`config.mk`:
```
export PLATFORM = sky130hd
export DESIGN_NAME = mts_cell
export DESIGN_NICKNAME = d
export VERILOG_FILES = /design/src/rtl/core/mts_pkg.sv /design/src/rtl/core/mts_cell.sv
export SDC_FILE = /design/constraint.sdc
export NUM_CORES = 1
export LEC_CHECK = 0
export BUFFER_PORTS_ARGS = -buffer_cell sky130_fd_sc_hd__buf_2
export CORE_MARGIN = 2
export CORE_UTILIZATION = 38
export DETAILED_ROUTE_END_ITERATION = 12
export PLACE_DENSITY = 0.77
export SLEW_MARGIN = 20
export SYNTH_ARGS = -nofsm -noshare
export SYNTH_HDL_FRONTEND = slang
export SYNTH_SLANG_ARGS = --single-unit
```
`constraint.sdc`:
```
create_clock -name clk_i -period 2.28 [get_ports clk_i]
set_input_delay 0.114 -clock clk_i [delete_from_list [all_inputs] [get_ports clk_i]]
set_output_delay 0.114 -clock clk_i [all_outputs]
set_load 0.005 [all_outputs]
```
`src/rtl/core/mts_pkg.sv`:
```
// shared types and constants for the min tracking stack
package mts_pkg;

  // default sizes, handed to the top level parameters
  localparam int unsigned DepthDef     = 128;
  localparam int unsigned WordWidthDef = 32;

  // fixed field widths on the stream ports
  localparam int unsigned DataW      = 32;
  localparam int unsigned CmdW       = 2;
  localparam int unsigned StatusW    = 2;
  localparam int unsigned CountW     = 8;
  localparam int unsigned OutFieldsW = StatusW + DataW + DataW + 1 + CountW;
  localparam int unsigned OutTdataW  = ((OutFieldsW + 7) / 8) * 8;

  // values reported when the stack holds nothing
  localparam logic [DataW-1:0] EmptyTop = DataW'(-2);
  localparam logic [DataW-1:0] EmptyMin = '0;

  // operation codes
  typedef enum logic [CmdW-1:0] {
    CMD_QUERY = 2'd0,
    CMD_PUSH  = 2'd1,
    CMD_POP   = 2'd2
  } cmd_e;

  // result status codes
  typedef enum logic [StatusW-1:0] {
    ST_OK        = 2'd0,
    ST_OVERFLOW  = 2'd1,
    ST_UNDERFLOW = 2'd2
  } status_e;

  // shift control seen by every cell of the chain
  typedef struct packed {
    logic push;
    logic pop;
  } shift_t;

endpackage

```
`src/rtl/core/mts_cell.sv`:
```
// one stack slot: entry word and running minimum, shifted with its neighbors
module mts_cell
  import mts_pkg::*;
#(
  parameter int unsigned WordWidth = WordWidthDef
) (
  input  logic                        clk_i,
  input  shift_t                      shift_i,
  input  logic signed [WordWidth-1:0] up_val_i,  // neighbor nearer the top
  input  logic signed [WordWidth-1:0] up_min_i,
  input  logic signed [WordWidth-1:0] dn_val_i,  // neighbor nearer the bottom
  input  logic signed [WordWidth-1:0] dn_min_i,
  output logic signed [WordWidth-1:0] val_o,
  output logic signed [WordWidth-1:0] min_o
);

  logic signed [WordWidth-1:0] val_q, val_d;
  logic signed [WordWidth-1:0] min_q, min_d;

  // push moves entries away from the top, pop moves them toward it
  always_comb begin
    val_d = val_q;
    min_d = min_q;
    if (shift_i.push) begin
      val_d = up_val_i;
      min_d = up_min_i;
    end else if (shift_i.pop) begin
      val_d = dn_val_i;
      min_d = dn_min_i;
    end
  end

  // payload only, contents are meaningless until filled
  always_ff @(posedge clk_i) begin
    val_q <= val_d;
    min_q <= min_d;
  end

  assign val_o = val_q;
  assign min_o = min_q;

endmodule

```
==> results.py, run 1 <==
metrics = {
    "status": {
        "result_of_the_run": "finished, final reports clean",
    },
    "logic_synthesis": {
        "synth-seq-cells": 64,
        "post_syn_area_per_cell_sq_um": 21.4,
        "seq_area_frac_synth_pct": 66.1,
        "synthCells": 136,
        "synthesis.yosys.warnings": 0,
        "synth_area_sq_mm": 0.00291,
        "synthesized_netlist_net_count": 267,
        "ys_types": 6,
    },
    "clock_tree": {
        "cts_tree": "yes",
        "cts_hold_buf": 0,
        "cts.sinks": 64,
        "numCtsBuffers": 9,
        "htree_num_levels": 3,
        "cts_root_buffer": "clkbuf_8",
        "cts_resized": 0,
        "max-clock-path-buffers": 2,
        "clkSlewWorstSetupHoldPaths_ns": 0.07,
        "cts_post_setup_buffers_inserted": 0,
    },
    "timing": {
        "final.period_utilization_pct": 52.0,
        "fin_tns_setup_ns": 0,
        "max_freq_mhz": 844,
        "max_slew.worst_pin.slew_ns": 0.476,
        "slew-limit-headroom_pct": 68.3,
        "grt_setup_unrepaired": "no",
        "endpoints_failing_setup": 0,
        "timing_hold_violations_final": 0,
        "slew_violations": 0,
        "min_period_ns": 1.19,
    },
    "worst_setup_path": {
        "crit_path_cell_trace": "buf_4 > buf_12 > mux2_2",
        "crit_family": "buffers and inverters",
        "critPathSlowestCell": "buf_4",
        "worstPathBufferInverterCount": 2,
        "endpoint_kind": "register",
        "path_max_fanout": 40,
        "required_ns": 2.36,
        "critical_path_arrival_ns": 1.27,
        "critical_path.startpoint_type": "input pin",
        "setup.worst_path.class": "in2reg",
        "critPathMaxStageDelay_ns": 0.39,
    },
    "flow_run": {
        "maxCapViolCount": 0,
    },
    "route": {
        "num_vias": 1961,
        "drt_drc_violations_left": 0,
        "detail-route-antenna-nets": 0,
        "drtPass1Iterations": 4,
        "postRouteWirelength_um": 6940,
        "post_drt_via_cell_ratio": 4.45,
        "wl_per_cell_um": 15.7,
        "violation_count_after_the_first_detailed_routing_iteration": 46,
    },
    "pwr": {
        "worst_ir_drop_vdd_uv": 292,
        "power.leakage_uw": 0.00199,
        "p_total_uw": 2860,
        "power-per-cell-area_mw_per_mm2": 688,
    },
    "global_routing": {
        "gr-usage-all-layers_pct": 16.7,
        "grt_pass1_vias": 1952,
        "grt_antenna_before_repair": 0,
        "grt_overflow": 0,
        "grt_max_degree": 41,
        "grt_pass1_wl_um": 10300,
    },
    "die": {
        "i_o_pin_total": 195,
        "floorplan.die.width_um": 91.4,
        "core_area_sq_mm": 0.00733,
        "fp_rows": 31,
        "floorplan.initialDensity_pct": 39.6,
        "die-area_sq_mm": 0.00836,
        "die-height_um": 91.4,
    },
    "min_path": {
        "hold_path_cells": 2,
        "timing.hold.worst.class": "in2reg",
        "worstHoldStart": "dn_val_i[19]",
        "holdPathEnd": "val_o[19]",
    },
    "finish": {
        "nNetsFinal": 468,
        "areaGrowthSynthToFinish_pct": 42.9,
        "drive_gt1_share_pct": 81.0,
        "num_antenna_cells": 0,
    },
    "placed_design": {
        "detailed_place_hpwl_um": 5390,
        "gp_congestion": 0.722,
        "numPortBuffers": 194,
    },
}
## metrics by stage
step                hold slack, ns  utilization (%)  area, sq um  setup slack (ns)  cells
detailed placement           0.418             54.1         3970             0.762    425
global route                0.0530             56.6         4150              1.08    441
CTS                         0.0518             56.6         4150              1.13    441
global placement             0.415             54.1         3970             0.796    425
floorplan                    0.331                -         2910             0.625    136
finish                      0.0773             56.6         4150              1.09    441
## metal layers
| layer | routed length, um | GRT usage (%) | share of wire (%) | vias to the layer above |
|---|---|---|---|---|
| met5 | 0 | 0 | 0 | - |
| li1 | - | - | - | 936 |
| met2 | 3600 | 28.6 | 52 | 116 |
| met1 | 2480 | 17.6 | 36 | 892 |
| met4 | 212 | 8.84 | 3.1 | 0 |
| met3 | 634 | 6.22 | 9.1 | 17 |
## sequential cells by signal, summed over array words and instances (netlist names)
register  count
min_o        32
val_o        32
## cells in the mapped netlist, drive strengths merged
cell type  count  area, sq um
or2            1         6.26
edfxtp        64         1920
buf            7         72.6
mux2          64          905
## placed cells by master (no fill, tap or decap)
| cell type | n |
|---|---|
| buf_2 | 193 |
| edfxtp_1 | 64 |
| mux2_4 | 49 |
| mux2_2 | 15 |
| clkbuf_8 | 9 |
| clkinv_2 | 3 |
| buf_4 | 3 |
| clkinvlp_4 | 2 |
| or2_2 | 1 |
| bufinv_16 | 1 |
| clkbuf_1 | 1 |
| buf_12 | 1 |
## power by group
part | internal [uW] | total (uW) | switching [uW]
clock | 499 | 917 | 419
sequential | 1440 | 1470 | 29.5
combinational | 284 | 466 | 182
## logic make-up after synthesis
group	share of synthesized area [%]
flops	66.1
simple gates	0.215
buf+inv	2.50
mux	31.1
## worst max path at each step
stage	startpoint	endpoint	slack (ns)	cells after the start
4_1_cts	shift_i[1]	min_o[2]	1.13	3
3_5_place_dp	shift_i[1]	min_o[2]	0.76	3
2_1_floorplan	shift_i[1]	min_o[0]	0.62	3
3_3_place_gp	shift_i[1]	min_o[4]	0.80	3
6_report	shift_i[1]	val_o[29]	1.09	3
5_1_grt	shift_i[1]	min_o[2]	1.08	3
## area by class of cell
cell class | count | area [sq um]
clock buffers | 10 | 128
clock inverters | 6 | 60.1
fillers | 614 | 3180
multi-input cells | 65 | 911
flip-flops and latches | 64 | 1920
well taps | 99 | 124
repair buffers | 197 | 1010
No activity file was read; power rests on OpenSTA's default activity.
==> inputs of run 2 (changes only) <==
Clock period 2.28 ns to 1 ns, I/O delays scaled along.
==> results.py, run 2 (same netlist as run 1, synthesis figures left out) <==
metrics = {
    "route": {
        "detail-route-antenna-nets": 0,
        "violation_count_after_the_first_detailed_routing_iteration": 49,
        "num_vias": 2033,
        "drtPass1Iterations": 4,
        "post_drt_via_cell_ratio": 4.45,
        "postRouteWirelength_um": 6790,
        "wl_per_cell_um": 14.9,
        "drt_drc_violations_left": 0,
    },
    "pwr": {
        "worst_ir_drop_vdd_uv": 756,
        "sequentialPowerShare_pct": 49.5,
        "p_sw_share_pct": 20.6,
        "p_total_uw": 6790,
        "power-per-cell-area_mw_per_mm2": 1560,
        "power.leakage_uw": 0.00208,
        "power.share.combinational_pct": 16.6,
        "clockPowerShare_pct": 33.9,
        "netSwitchingPower_uw": 1400,
        "internal_power_uw": 5390,
    },
    "die": {
        "core_area_sq_mm": 0.00733,
        "die-area_sq_mm": 0.00836,
        "die-height_um": 91.4,
        "fp_rows": 31,
        "floorplan.die.width_um": 91.4,
        "i_o_pin_total": 195,
        "floorplan.initialDensity_pct": 39.6,
    },
    "global_routing": {
        "grt_pass1_wl_um": 10200,
        "gr-usage-all-layers_pct": 16.1,
        "grt_overflow": 0,
        "grt_pass1_vias": 2178,
        "grt_max_degree": 35,
        "grt_antenna_before_repair": 0,
    },
    "finish": {
        "filler_cell_count": 572,
        "drive_gt1_share_pct": 76.8,
        "mostFrequentLayoutCell": "buf_2",
        "areaGrowthSynthToFinish_pct": 50.3,
        "nNetsFinal": 484,
        "most_used_cells_in_the_layout_excluding_fill_and_tap_cells": "buf_2, edfxtp_1, mux2_4",
        "instances_no_fill": 457,
        "num_antenna_cells": 0,
        "finish.instance_area_sq_mm": 0.00437,
    },
    "placed_design": {
        "detailed_place_hpwl_um": 5130,
        "numPortBuffers": 194,
        "gp_congestion": 0.720,
        "placed_cells": 426,
        "detailedPlace.worstSlack_ns": -0.0610,
        "dpl-instance-area_sq_mm": 0.00401,
    },
    "worst_setup_path": {
        "path_max_fanout": 1,
        "setup.worst_path.class": "reg2out",
        "endpoint_kind": "primary output",
        "timing.critical_path.depth": 1,
        "crit_path_cell_trace": "buf_2",
        "crit_family": "flip-flops",
        "critPathSlowestCell": "edfxtp_1",
        "critical_path.startpoint_type": "register",
        "required_ns": 0.95,
        "critPathMaxStageDelay_ns": 0.38,
        "worstPathBufferInverterCount": 1,
        "critical_path_arrival_ns": 0.85,
    },
    "timing": {
        "final.period_utilization_pct": 90.3,
        "fin_tns_setup_ns": 0,
        "grt_setup_unrepaired": "no",
        "slew-limit-headroom_pct": 83.7,
        "min_period_ns": 0.903,
        "max_freq_mhz": 1110,
        "max_slew.worst_pin.slew_ns": 0.244,
        "slew_violations": 0,
        "setup_ws_ns": 0.0973,
        "endpoints_failing_setup": 0,
        "timing_hold_violations_final": 0,
    },
    "min_path": {
        "hold_path_cells": 2,
        "timing.hold.worst.class": "in2reg",
    },
    "clock_tree": {
        "cts.sinks": 64,
        "cts_post_setup_buffers_inserted": 0,
        "cts_resized": 0,
        "cts_root_buffer": "clkbuf_8",
        "max-clock-path-buffers": 2,
        "htree_num_levels": 3,
        "cts_tree": "yes",
        "clkSlewWorstSetupHoldPaths_ns": 0.07,
        "numCtsBuffers": 9,
    },
    "flow_run": {
        "maxCapViolCount": 0,
    },
    "status": {
        "result_of_the_run": "finished, final reports clean",
    },
}
-- run 2: cell count changes in the layout (fill, tap and decap cells not counted), sizes merged --
cell / before / now
buf: 197 / 198
bufinv: 1 / 2
clkbuf: 10 / 12
clkinv: 3 / 2
clkinvlp: 2 / 0
dlygate4sd3: 0 / 15
-- run 2: worst paths after layout --
kind / end / startpoint / slack (ns)
setup / recovery: min_o[29] / min_o[29] / 0.1
hold / removal: min_o[19] / dn_min_i[19] / 0.02
-- run 2: power groups by stage --
stage,clock network (uW),registers (uW),logic (uW)
floorplan,0,3470,429
global placement,0,3410,1060
detailed placement,0,3420,1090
CTS,2370,3370,1120
global route,2490,3390,1220
finish,2300,3360,1130
-- run 2: per-stage QoR --
step	hold WS, ns	util (%)
finish	0.0234	59.6
global route	0.000789	59.6
detailed placement	0.354	54.7
global placement	0.349	54.7
floorplan	0.267	-
CTS	0.0000555	58.9
-- run 2: area by class of cell --
cell class                      instances  area (sq um)  share of cell area [%]
Sequential cell                        64          1920                    44.0
Timing Repair Buffer                  213          1200                    27.6
Multi-Input combinational cell         65           913                    20.9
Clock buffer                           12           135                    3.09
Tap cell                               99           124                    2.84
Clock inverter                          4          68.8                    1.58
-- run 2: timing repair --
item	in CTS	in global routing
hold endpoints to repair	9	5
hold buffers	10	5
setup endpoints to repair	0	0
-- run 2: metal layers --
layer / share of wire (%) / up-vias / wire (um) / GRT usage [%]
met1: 38 / 911 / 2600 / 17.5
li1: - / 970 / - / -
met2: 51 / 144 / 3450 / 28.4
met5: 0 / - / 0 / 0
met3: 10 / 8 / 679 / 5.98
met4: 0.90 / 0 / 61 / 6.06
==> inputs of run 3 (changes only) <==
Settings changed: CORE_ASPECT_RATIO from default to 2, CORE_UTILIZATION 38 to 40.
Clock period 1 ns to 1.1 ns, I/O delays scaled along.
==> results.py, run 3 (same netlist as run 1, synthesis figures left out) <==
metrics = {
    "finish": {
        "num_antenna_cells": 0,
        "instances_no_fill": 438,
        "mostFrequentLayoutCell": "buf_2",
        "nNetsFinal": 472,
        "most_used_cells_in_the_layout_excluding_fill_and_tap_cells": "buf_2, edfxtp_1, mux2_4",
        "finish.instance_area_sq_mm": 0.00428,
        "drive_gt1_share_pct": 80.3,
        "areaGrowthSynthToFinish_pct": 47.4,
    },
    "timing": {
        "slew_violations": 0,
        "slew-limit-headroom_pct": 84.5,
        "max_freq_mhz": 1070,
        "grt_setup_unrepaired": "no",
        "max_slew.worst_pin.slew_ns": 0.233,
        "timing_hold_violations_final": 0,
        "final.period_utilization_pct": 84.6,
        "endpoints_failing_setup": 0,
        "min_period_ns": 0.931,
    },
    "placed_design": {
        "dpl-instance-area_sq_mm": 0.00403,
        "gp_congestion": 0.740,
        "detailed_place_hpwl_um": 5090,
        "numPortBuffers": 194,
        "placed_cells": 422,
    },
    "die": {
        "i_o_pin_total": 195,
        "floorplan.die.width_um": 64.3,
        "die-area_sq_mm": 0.00800,
        "core_area_sq_mm": 0.00716,
        "floorplan.initialDensity_pct": 40.6,
        "fp_rows": 44,
        "die-height_um": 125,
    },
    "clock_tree": {
        "numCtsBuffers": 9,
        "cts_post_setup_buffers_inserted": 0,
        "cts_hold_buf": 0,
        "max-clock-path-buffers": 2,
        "cts_resized": 0,
        "cts_root_buffer": "clkbuf_16",
        "clkSlewWorstSetupHoldPaths_ns": 0.05,
        "cts.sinks": 64,
        "cts_tree": "yes",
        "htree_num_levels": 3,
    },
    "worst_setup_path": {
        "path_max_fanout": 1,
        "timing.critical_path.depth": 1,
        "endpoint_kind": "primary output",
        "critical_path_arrival_ns": 0.88,
        "required_ns": 1.04,
        "crit_family": "flip-flops",
        "critPathMaxStageDelay_ns": 0.41,
        "critPathSlowestCell": "edfxtp_1",
        "setup.worst_path.class": "reg2out",
        "critical_path.startpoint_type": "register",
        "worstPathBufferInverterCount": 1,
        "crit_path_cell_trace": "buf_2",
    },
    "global_routing": {
        "gr-usage-all-layers_pct": 16.1,
        "grt_pass1_vias": 2024,
        "grt_overflow": 0,
        "grt_pass1_wl_um": 9520,
        "grt_antenna_before_repair": 0,
        "grt_max_degree": 35,
    },
    "route": {
        "routedLengthMet1_um": 2260,
        "violation_count_after_the_first_detailed_routing_iteration": 46,
        "met3RoutedLength_um": 906,
        "met2RoutedLength_um": 3090,
        "drtPass1Iterations": 3,
        "drt_drc_violations_left": 0,
        "detail-route-antenna-nets": 0,
        "num_vias": 1996,
        "post_drt_via_cell_ratio": 4.56,
        "postRouteWirelength_um": 6360,
        "wl_per_cell_um": 14.5,
        "highest_layer": "met4",
    },
    "min_path": {
        "hold_path_cells": 2,
        "timing.hold.worst.class": "in2reg",
    },
    "status": {
        "result_of_the_run": "finished, final reports clean",
    },
    "pwr": {
        "power-per-cell-area_mw_per_mm2": 1500,
        "worst_ir_drop_vdd_uv": 911,
        "power.leakage_uw": 0.00206,
    },
    "flow_run": {
        "maxCapViolCount": 0,
    },
}
-- run 3: cell count changes in the layout (fill, tap and decap cells not counted), sizes merged --
cell	delta
buf	+3
clkbuf	-2
clkinv	+4
dlygate4sd3	-15
bufinv	-2
-- run 3: per-layer routing --
| metal | vias up | track usage [%] |
|---|---|---|
| met1 | 877 | 16.8 |
| met4 | 0 | 7.51 |
| met3 | 6 | 6.50 |
| li1 | 944 | - |
| met2 | 169 | 27.4 |
| met5 | - | 0 |
-- run 3: power by group --
group          total (uW)  switching, uW  internal [uW]
Sequential           3070           68.2           3000
Clock                2370            886           1480
Combinational         980            368            612
Total                6420           1320           5100
-- run 3: final cells by class --
cell class	count	area [sq um]
well taps	92	115
fillers	568	2880
repair buffers	201	1080
multi-input cells	65	913
clock inverters	6	26.3
flip-flops and latches	64	1920
clock buffers	10	229
-- run 3: worst paths after layout --
check	startpoint	end	slack, ns
setup / recovery	min_o[9]	min_o[9]	0.17
hold / removal	up_val_i[6]	val_o[6]	0.03
-- run 3: per-stage QoR --
step	power [uW]	setup slack, ns	setup TNS (ns)	utilization (%)	hold slack (ns)
2_1_floorplan	3540	-0.121	-7.74	-	0.272
3_3_place_gp	4080	0.0253	0	56.3	0.354
3_5_place_dp	4110	0.00460	0	56.3	0.359
4_1_cts	6500	0.144	0	59.8	0.0204
5_1_grt	6680	0.148	0	59.8	0.0267
6_report	6420	0.169	0	59.8	0.0346
